--- config.mk ---
export PLATFORM = sky130hd
export DESIGN_NAME = record_stream_deframer
export DESIGN_NICKNAME = d
export VERILOG_FILES = /design/src/rsd_pkg.sv /design/src/record_stream_deframer.sv /design/src/rsd_parser.sv /design/src/rsd_skid.sv
export SDC_FILE = /design/constraint.sdc
export NUM_CORES = 1
export LEC_CHECK = 0
export ABC_AREA = 1
export CAP_MARGIN = 20
export CORE_AREA = 2 2 121 211
export DETAILED_ROUTE_END_ITERATION = 8
export DIE_AREA = 0 0 123 213
export DONT_BUFFER_PORTS = 1
export GPL_ROUTABILITY_DRIVEN = 0
export HOLD_SLACK_MARGIN = 0.08
export SYNTH_ARGS = -nofsm -noshare
export SYNTH_HDL_FRONTEND = slang
export SYNTH_HIERARCHICAL = 1
export SYNTH_SLANG_ARGS = --single-unit
--- constraint.sdc ---
create_clock -name clk_i -period 4.85 [get_ports clk_i]
set_clock_uncertainty 0.05 [all_clocks]
set_input_delay 0.97 -clock clk_i [delete_from_list [all_inputs] [get_ports clk_i]]
set_output_delay 0.97 -clock clk_i [all_outputs]
set_load 0.01 [all_outputs]
--- src/rsd_pkg.sv ---
`default_nettype none

package rsd_pkg;

  localparam int unsigned HdrLen = 5;
  localparam int unsigned TotalW = 17;
  localparam int unsigned LenW = 16;
  localparam int unsigned CfgDataW = 32;
  localparam int unsigned CfgIdxW = 2;
  localparam int unsigned MagicBytes = 8;

  typedef enum logic [CfgIdxW-1:0] {
    REG_RECORD_TYPE     = 2'd0,
    REG_MAX_TOTAL_LEN   = 2'd1,
    REG_MIN_TOTAL_LEN   = 2'd2,
    REG_HANDSHAKE_MAGIC = 2'd3
  } reg_idx_e;

  typedef enum logic [1:0] {
    KIND_DATA     = 2'd0,
    KIND_BAD_TYPE = 2'd1,
    KIND_BAD_LEN  = 2'd2
  } kind_e;

  localparam logic [7:0]          RecordTypeRst = 8'h17;
  localparam logic [TotalW-1:0]   MaxTotalRst   = 17'd2048;
  localparam logic [TotalW-1:0]   MinTotalRst   = 17'd16;
  localparam logic [31:0]         MagicRst      = 32'hA55A5AA5;

  typedef struct packed {
    kind_e      kind;
    logic [7:0] data;
    logic       last;
    logic       handshake;
  } result_t;

endpackage

`default_nettype wire

--- src/record_stream_deframer.sv ---
`default_nettype none

// Record deframer for a raw receive byte stream. It takes one byte per clock
// while input stall is low, strips the five-byte header (type, two ignored
// bytes, big-endian length), and returns each payload byte with a last mark,
// or one error request for a wrong type byte or an out-of-range record length.
// Each result is registered into a two-entry output buffer; input stall rises
// only when both entries are occupied, so with a free-running consumer the
// block sustains one byte per clock. Accepted header bytes and zero-length
// records produce no result. Configuration writes go through a plain write
// port and must be issued while the block is idle.
module record_stream_deframer (
  input  wire logic                          clk_i,
  input  wire logic                          rst_ni,
  input  wire logic                          in_valid_i,
  output logic                               in_stall_o,
  input  wire logic [7:0]                    in_byte_i,
  output logic                               out_valid_o,
  input  wire logic                          out_stall_i,
  output logic [1:0]                         kind_o,
  output logic [7:0]                         out_byte_o,
  output logic                               last_o,
  output logic                               handshake_o,
  input  wire logic                          cfg_we_i,
  input  wire logic [rsd_pkg::CfgIdxW-1:0]   cfg_index_i,
  input  wire logic [rsd_pkg::CfgDataW-1:0]  cfg_data_i
);
  import rsd_pkg::*;

  logic    accept;
  logic    res_valid;
  result_t res;
  result_t out_res;
  logic    buf_full;

  assign accept     = in_valid_i && !buf_full;
  assign in_stall_o = buf_full;

  rsd_parser u_parser (
    .clk_i       (clk_i),
    .rst_ni      (rst_ni),
    .accept_i    (accept),
    .in_byte_i   (in_byte_i),
    .cfg_we_i    (cfg_we_i),
    .cfg_index_i (cfg_index_i),
    .cfg_data_i  (cfg_data_i),
    .res_valid_o (res_valid),
    .res_o       (res)
  );

  rsd_skid u_skid (
    .clk_i       (clk_i),
    .rst_ni      (rst_ni),
    .push_i      (res_valid),
    .push_data_i (res),
    .full_o      (buf_full),
    .valid_o     (out_valid_o),
    .stall_i     (out_stall_i),
    .data_o      (out_res)
  );

  assign kind_o      = out_res.kind;
  assign out_byte_o  = out_res.data;
  assign last_o      = out_res.last;
  assign handshake_o = out_res.handshake;

  a_hs_on_last: assert property (@(posedge clk_i) disable iff (!rst_ni)
    out_valid_o && handshake_o |-> last_o && kind_o == KIND_DATA)
    else $error("handshake flag outside a final payload byte");

  a_err_clean: assert property (@(posedge clk_i) disable iff (!rst_ni)
    out_valid_o && kind_o != KIND_DATA |-> out_byte_o == 8'd0 && !last_o && !handshake_o)
    else $error("error result carries payload fields");

  a_stall_full: assert property (@(posedge clk_i) disable iff (!rst_ni)
    in_stall_o |-> out_valid_o)
    else $error("input stalled with empty output buffer");

  a_drain: assert property (@(posedge clk_i) disable iff (!rst_ni)
    in_stall_o && !out_stall_i |=> !in_stall_o)
    else $error("output buffer did not free an entry after a pop");

endmodule

`default_nettype wire

--- src/rsd_parser.sv ---
`default_nettype none

module rsd_parser (
  input  wire logic                          clk_i,
  input  wire logic                          rst_ni,
  input  wire logic                          accept_i,
  input  wire logic [7:0]                    in_byte_i,
  input  wire logic                          cfg_we_i,
  input  wire logic [rsd_pkg::CfgIdxW-1:0]   cfg_index_i,
  input  wire logic [rsd_pkg::CfgDataW-1:0]  cfg_data_i,
  output logic                               res_valid_o,
  output rsd_pkg::result_t                   res_o
);
  import rsd_pkg::*;

  typedef enum logic [2:0] {
    HDR_TYPE   = 3'd0,
    HDR_SKIP1  = 3'd1,
    HDR_SKIP2  = 3'd2,
    HDR_LEN_HI = 3'd3,
    HDR_LEN_LO = 3'd4
  } hdr_e;

  logic [7:0]        record_type_q;
  logic [TotalW-1:0] max_total_q;
  logic [TotalW-1:0] min_total_q;
  logic [31:0]       magic_q;

  logic              in_payload_q, in_payload_d;
  hdr_e              hdr_q, hdr_d;
  logic [7:0]        len_hi_q, len_hi_d;
  logic [LenW-1:0]   bytes_left_q, bytes_left_d;
  logic [3:0]        payload_pos_q, payload_pos_d;
  logic [31:0]       magic_acc_q, magic_acc_d;
  logic              first_done_q, first_done_d;

  logic [LenW-1:0]   len;
  logic [TotalW-1:0] total;

  assign len   = {len_hi_q, in_byte_i};
  assign total = TotalW'(len) + TotalW'(HdrLen);

  always_comb begin
    in_payload_d  = in_payload_q;
    hdr_d         = hdr_q;
    len_hi_d      = len_hi_q;
    bytes_left_d  = bytes_left_q;
    payload_pos_d = payload_pos_q;
    magic_acc_d   = magic_acc_q;
    first_done_d  = first_done_q;
    res_valid_o   = 1'b0;
    res_o         = '{kind: KIND_DATA, data: 8'd0, last: 1'b0, handshake: 1'b0};

    if (accept_i) begin
      if (in_payload_q) begin
        // fold the first eight payload bytes into the magic word
        if (payload_pos_q < 4'(MagicBytes)) begin
          magic_acc_d   = magic_acc_q ^ (32'(in_byte_i) << {payload_pos_q[1:0], 3'b000});
          payload_pos_d = payload_pos_q + 4'd1;
        end
        bytes_left_d = bytes_left_q - LenW'(1);
        res_valid_o  = 1'b1;
        res_o.data   = in_byte_i;
        if (bytes_left_d == '0) begin
          res_o.last      = 1'b1;
          res_o.handshake = !first_done_q && (magic_acc_d == magic_q);
          first_done_d    = 1'b1;
          in_payload_d    = 1'b0;
          hdr_d           = HDR_TYPE;
        end
      end else begin
        unique case (hdr_q)
          HDR_TYPE: begin
            if (in_byte_i != record_type_q) begin
              res_valid_o = 1'b1;
              res_o.kind  = KIND_BAD_TYPE;
            end else begin
              hdr_d = HDR_SKIP1;
            end
          end
          HDR_SKIP1:  hdr_d = HDR_SKIP2;
          HDR_SKIP2:  hdr_d = HDR_LEN_HI;
          HDR_LEN_HI: begin
            len_hi_d = in_byte_i;
            hdr_d    = HDR_LEN_LO;
          end
          HDR_LEN_LO: begin
            hdr_d = HDR_TYPE;
            if (total > max_total_q || total < min_total_q) begin
              res_valid_o = 1'b1;
              res_o.kind  = KIND_BAD_LEN;
            end else begin
              payload_pos_d = 4'd0;
              magic_acc_d   = 32'd0;
              if (len == '0) begin
                first_done_d = 1'b1;
              end else begin
                bytes_left_d = len;
                in_payload_d = 1'b1;
              end
            end
          end
          default: hdr_d = HDR_TYPE;
        endcase
      end
    end
  end

  always_ff @(posedge clk_i or negedge rst_ni) begin
    if (!rst_ni) begin
      record_type_q <= RecordTypeRst;
      max_total_q   <= MaxTotalRst;
      min_total_q   <= MinTotalRst;
      magic_q       <= MagicRst;
      in_payload_q  <= 1'b0;
      hdr_q         <= HDR_TYPE;
      len_hi_q      <= 8'd0;
      bytes_left_q  <= '0;
      payload_pos_q <= 4'd0;
      magic_acc_q   <= 32'd0;
      first_done_q  <= 1'b0;
    end else begin
      if (cfg_we_i) begin
        unique case (reg_idx_e'(cfg_index_i))
          REG_RECORD_TYPE:     record_type_q <= cfg_data_i[7:0];
          REG_MAX_TOTAL_LEN:   max_total_q   <= cfg_data_i[TotalW-1:0];
          REG_MIN_TOTAL_LEN:   min_total_q   <= cfg_data_i[TotalW-1:0];
          REG_HANDSHAKE_MAGIC: magic_q       <= cfg_data_i[31:0];
          default: ;
        endcase
      end
      in_payload_q  <= in_payload_d;
      hdr_q         <= hdr_d;
      len_hi_q      <= len_hi_d;
      bytes_left_q  <= bytes_left_d;
      payload_pos_q <= payload_pos_d;
      magic_acc_q   <= magic_acc_d;
      first_done_q  <= first_done_d;
    end
  end

endmodule

`default_nettype wire

--- src/rsd_skid.sv ---
`default_nettype none

module rsd_skid (
  input  wire logic             clk_i,
  input  wire logic             rst_ni,
  input  wire logic             push_i,
  input  rsd_pkg::result_t      push_data_i,
  output logic                  full_o,
  output logic                  valid_o,
  input  wire logic             stall_i,
  output rsd_pkg::result_t      data_o
);
  import rsd_pkg::*;

  logic [1:0] count_q;
  result_t    head_q;
  result_t    tail_q;
  logic       pop;

  assign pop     = valid_o && !stall_i;
  assign valid_o = count_q != 2'd0;
  assign full_o  = count_q == 2'd2;
  assign data_o  = head_q;

  always_ff @(posedge clk_i or negedge rst_ni) begin
    if (!rst_ni) begin
      count_q <= 2'd0;
    end else begin
      priority case ({push_i, pop})
        2'b10:   count_q <= count_q + 2'd1;
        2'b01:   count_q <= count_q - 2'd1;
        default: count_q <= count_q;
      endcase
    end
  end

  always_ff @(posedge clk_i) begin
    // head always holds the oldest request; tail is the overflow slot
    if (pop) begin
      if (count_q == 2'd2) begin
        head_q <= tail_q;
      end else if (push_i) begin
        head_q <= push_data_i;
      end
    end else if (push_i) begin
      if (count_q == 2'd0) begin
        head_q <= push_data_i;
      end else begin
        tail_q <= push_data_i;
      end
    end
  end

endmodule

`default_nettype wire

==> metrics.md <==
| Metric | Value |
|---|---|
| Status | `finished, final reports clean` |
| EDFF count, synth | `24` |
| Setup Total Neg Slack | `0 ps` |
| Clock Latency Late Sink | `450 ps` |
| Avg Synthesized Cell Area | `slightly below 8 µm²` |
| Worst stage delay on the critical path | `350 ps` |
| Overflow left after global routing | `0` |
| CP Max Fanout | `12` |
| Yosys warnings | `6` |
| Crit-path cells | `inv_1 -> o21ai_2 -> nand2_1 -> nor4_4 -> nor3b_1 -> nand2_1 -> xor2_1 -> ha_1 -> nand2_1 -> inv_2 -> nand3_1 -> nor3_2 -> nand3b_1 -> nand3_1 -> nand2_1 -> nand2_1 -> nand2_1 -> a31oi_1 -> inv_1 -> nor3_1 -> buf_4` |
| Pwr dens | `509 mW/mm²` |
| Die X | `123 µm` |
| Vias in the first global route | `7483` |
| Bufs and invs on worst path | `4` |
| TritonCTS Buffers | `17` |
| Drt pass-1 iters | `5` |
| Seq. cell area | `0.00428 mm²` |
| Reg2reg end | `u_skid/tail_q[9]` |
| PnR worst setup slack | `approximately 840 ps` |
| Setup bufs post-CTS | `0` |
| Hpwl dp | `18.4 mm` |
| Leakage Power | `5.10 nW` |
| DR vias/cell | `5.00` |
| Initial antenna violation count | `0` |
| Fraction of registers with async set/reset | `85.5%` |
| Layout cells sized above 1 | `10.4%` |
| Area leader, netlist | `dfrtp_1` |
| Fmax | `0.249 GHz` |
| Peak supply drop | `roughly 320 µV` |
| CTS H-tree depth | `4` |
| Final nets | `1319` |
| Crit path top cell by count | `nand2_1` |
| 1st-iter DRT viols | `446` |
| Seq/Total Area, Yosys | `between 40% and 50%` |
| Clk slew on worst S/H paths | `70 ps` |
| Max-cap violations | `0` |
| Yosys reg bits | `approximately 170` |
| Critical Path End Type | `flip-flop` |
| Setup repair after global routing missed its margin | `false` |
| Reg2reg path depth | `18` |
| Area growth from synthesis to layout | `8.90%` |
| Pins Over Slew Limit | `0` |
| DR WL/cell | `15.9 µm` |
| Post-route DRC | `0` |
| CTS tree | `done` |
| Placed insts | `1524` |
| Arrival time of the worst setup path | `4120 ps` |
| Rel. slew slack | `53.6%` |
| Top delay family on crit path | `simple AND/OR/NAND/NOR gates` |
| Gr usage total | `20.2%` |
| Port-buffer cells | `0` |
| Area occupied by multi-input gates | `0.00456 mm²` |
| Area contributors post-synth | `dfrtp_1 (31%), nand2_1 (15%), edfxtp_1 (7.4%)` |
| Overall Power | `5.36 mW` |
| Critical Path Start Type | `primary input` |
| Critical-path top delay cell | `nor3b_1` |
| Die height | `213 µm` |
| Minimum clock period | `approximately 4000 ps` |
| Post_cts resized | `0` |
| Finished Cell Area | `0.0105 mm²` |
| Die area | `0.0262 mm²` |
| Hold bufs inserted after CTS | `0` |
| Reg-to-Reg Start | `u_parser/len_hi_q[1]` |
| Setup violators final | `0` |
| Num ports | `61` |
| Hold Path Class | `in -> async` |
| Clock root buffer | `clkbuf_16` |
| Mapped Cells | `1243` |
| Post-Layout Cell Count | `between 1.5k and 2k` |
| CP required | `approximately 5000 ps` |
| Min Hold Slack | `165 ps` |
| Starting density of the core | `39.4%` |
| Final hold vios | `0` |
| Syn nets | `~1.3k` |
| Place WS | `436 ps` |
| Antenna cells | `0` |
| Crit Path Category | `in -> reg` |
| First-pass GRT wire length | `around 40 mm` |
| Period utilization | `82.7%` |
| Ys flop type | `dfrtp_1` |
| Finished Core Util | `43.0%` |
| Longest Clk Path Bufs | `2` |
| Share of the synthesized area in the top cell type | `30.8%` |
| Unique masters post-synth | `47` |
| Layout fillers | `2551` |
| Row count | `76` |
| Worst slew pin tran | `between 600 and 700 ps` |
| Largest net degree at the start of global routing | `142` |
| TritonCTS Sinks | `165` |
| Placeable Area | `around 0.025 mm²` |
| Mapped cell area | `0.00968 mm²` |
| Final ANT Viol Nets | `0` |
| Reg2Reg Setup Slack | `roughly 1500 ps` |
| Routed wire length | `approximately 25 mm` |
| Vias | `7784` |
| Placed Area | `0.00990 mm²` |
==> how the worst max path moves through the flow <==
stage / startpoint / endpoint / slack [ps] / depth (start not counted)
final: in_byte_i[1] / u_skid/tail_q[9] / 840 / 21
after global routing: in_byte_i[0] / u_skid/tail_q[9] / 400 / 24
after CTS: in_byte_i[1] / u_skid/tail_q[9] / 900 / 21
after detailed placement: in_byte_i[1] / u_skid/tail_q[9] / 440 / 21
after global placement: in_byte_i[1] / u_skid/tail_q[8] / 450 / 21
after floorplan: in_byte_i[0] / u_skid/tail_q[0] / 210 / 21
==> placed cells by master, fill, tap and decap left out, types with 21 or more instances in the layout <==
cell type,instances
dfstp_2,22
o21ai_0,113
a21oi_1,21
inv_1,153
dfrtp_1,119
nand3_1,68
ha_1,39
nor2_1,96
nand2_1,375
edfxtp_1,24
xor2_1,34
==> per-layer routing <==
| layer | vias up | wire length [µm] | GRT usage (%) |
|---|---|---|---|
| met2 | 186 | 12700 | 34.8 |
| li1 | 3943 | - | - |
| met3 | 49 | 939 | 3.34 |
| met5 | - | 0 | 0 |
| met4 | 0 | 903 | 9.72 |
| met1 | 3606 | 10300 | 24.3 |
==> layout make-up <==
type / count / area share (%)
Clock inverter: 15 / 1.73
Inverter: 164 / 5.86
Tap cell: 312 / 3.70
Timing Repair Buffer: 9 / 0.831
Multi-Input combinational cell: 876 / 43.3
Sequential cell: 165 / 40.6
Clock buffer: 17 / 4.04
==> cell families after synthesis <==
| group | Yosys count | share of synthesized area (%) |
|---|---|---|
| buffers and inverters | 202 | 8.77 |
| muxes | 11 | 1.28 |
| and+or+nand+nor | 618 | 27.7 |
| DFF | 165 | 44.2 |
| adders and majority gates | 39 | 5.04 |
| xor gates and xnor gates | 45 | 4.23 |
| AOI/OAI and AO/OA | 163 | 8.83 |
==> state kept, by name, indices dropped and copies added, names as in the netlist, 12 cells and up <==
signal and count:
u_skid/data_o 12, u_parser/magic_q 32, u_parser/min_total_q 17, u_parser/max_total_q 17, u_parser/bytes_left_q 16, u_parser/magic_acc_q 32, u_skid/tail_q 12
==> report_power, final <==
group / internal (mW) / switching, mW / leakage (nW)
registers: 1.80 / 0.283 / 1.97
clock network: 0.697 / 0.667 / 0.291
logic: 0.664 / 1.25 / 2.84
total: 3.16 / 2.20 / 5.10
==> synth_stat cells, types with 7 or more instances <==
master    count
dfrtp_1     119
mux2_2       11
dfstp_2      22
nand3b_1      9
nand2_2      18
xnor2_1       9
inv_1       153
nand4_1      15
xor2_1       34
nand2_1     375
o22ai_1      18
nor3_1        7
inv_2         8
nor2_2        7
edfxtp_1     24
ha_1         39
a21oi_1      21
nand3_1      69
o21ai_0     113
buf_6         7
clkbuf_1     20
nor2_1       96
==> worst register-to-register path, stage by stage, from the launching register on <==
cell      delay, ps
dfrtp_1         470
nand2_1         150
nor3b_1         320
nand2_1         140
xor2_1          190
ha_1            280
nand2_1          60
inv_2            50
nand3_1         110
nor3_2          150
nand3b_1        100
nand3_1          90
nand2_1         120
nand2_1         110
nand2_1          70
a31oi_1         120
inv_1            90
nor3_1          200
buf_4           220
No activity file was read; power rests on OpenSTA's default activity.
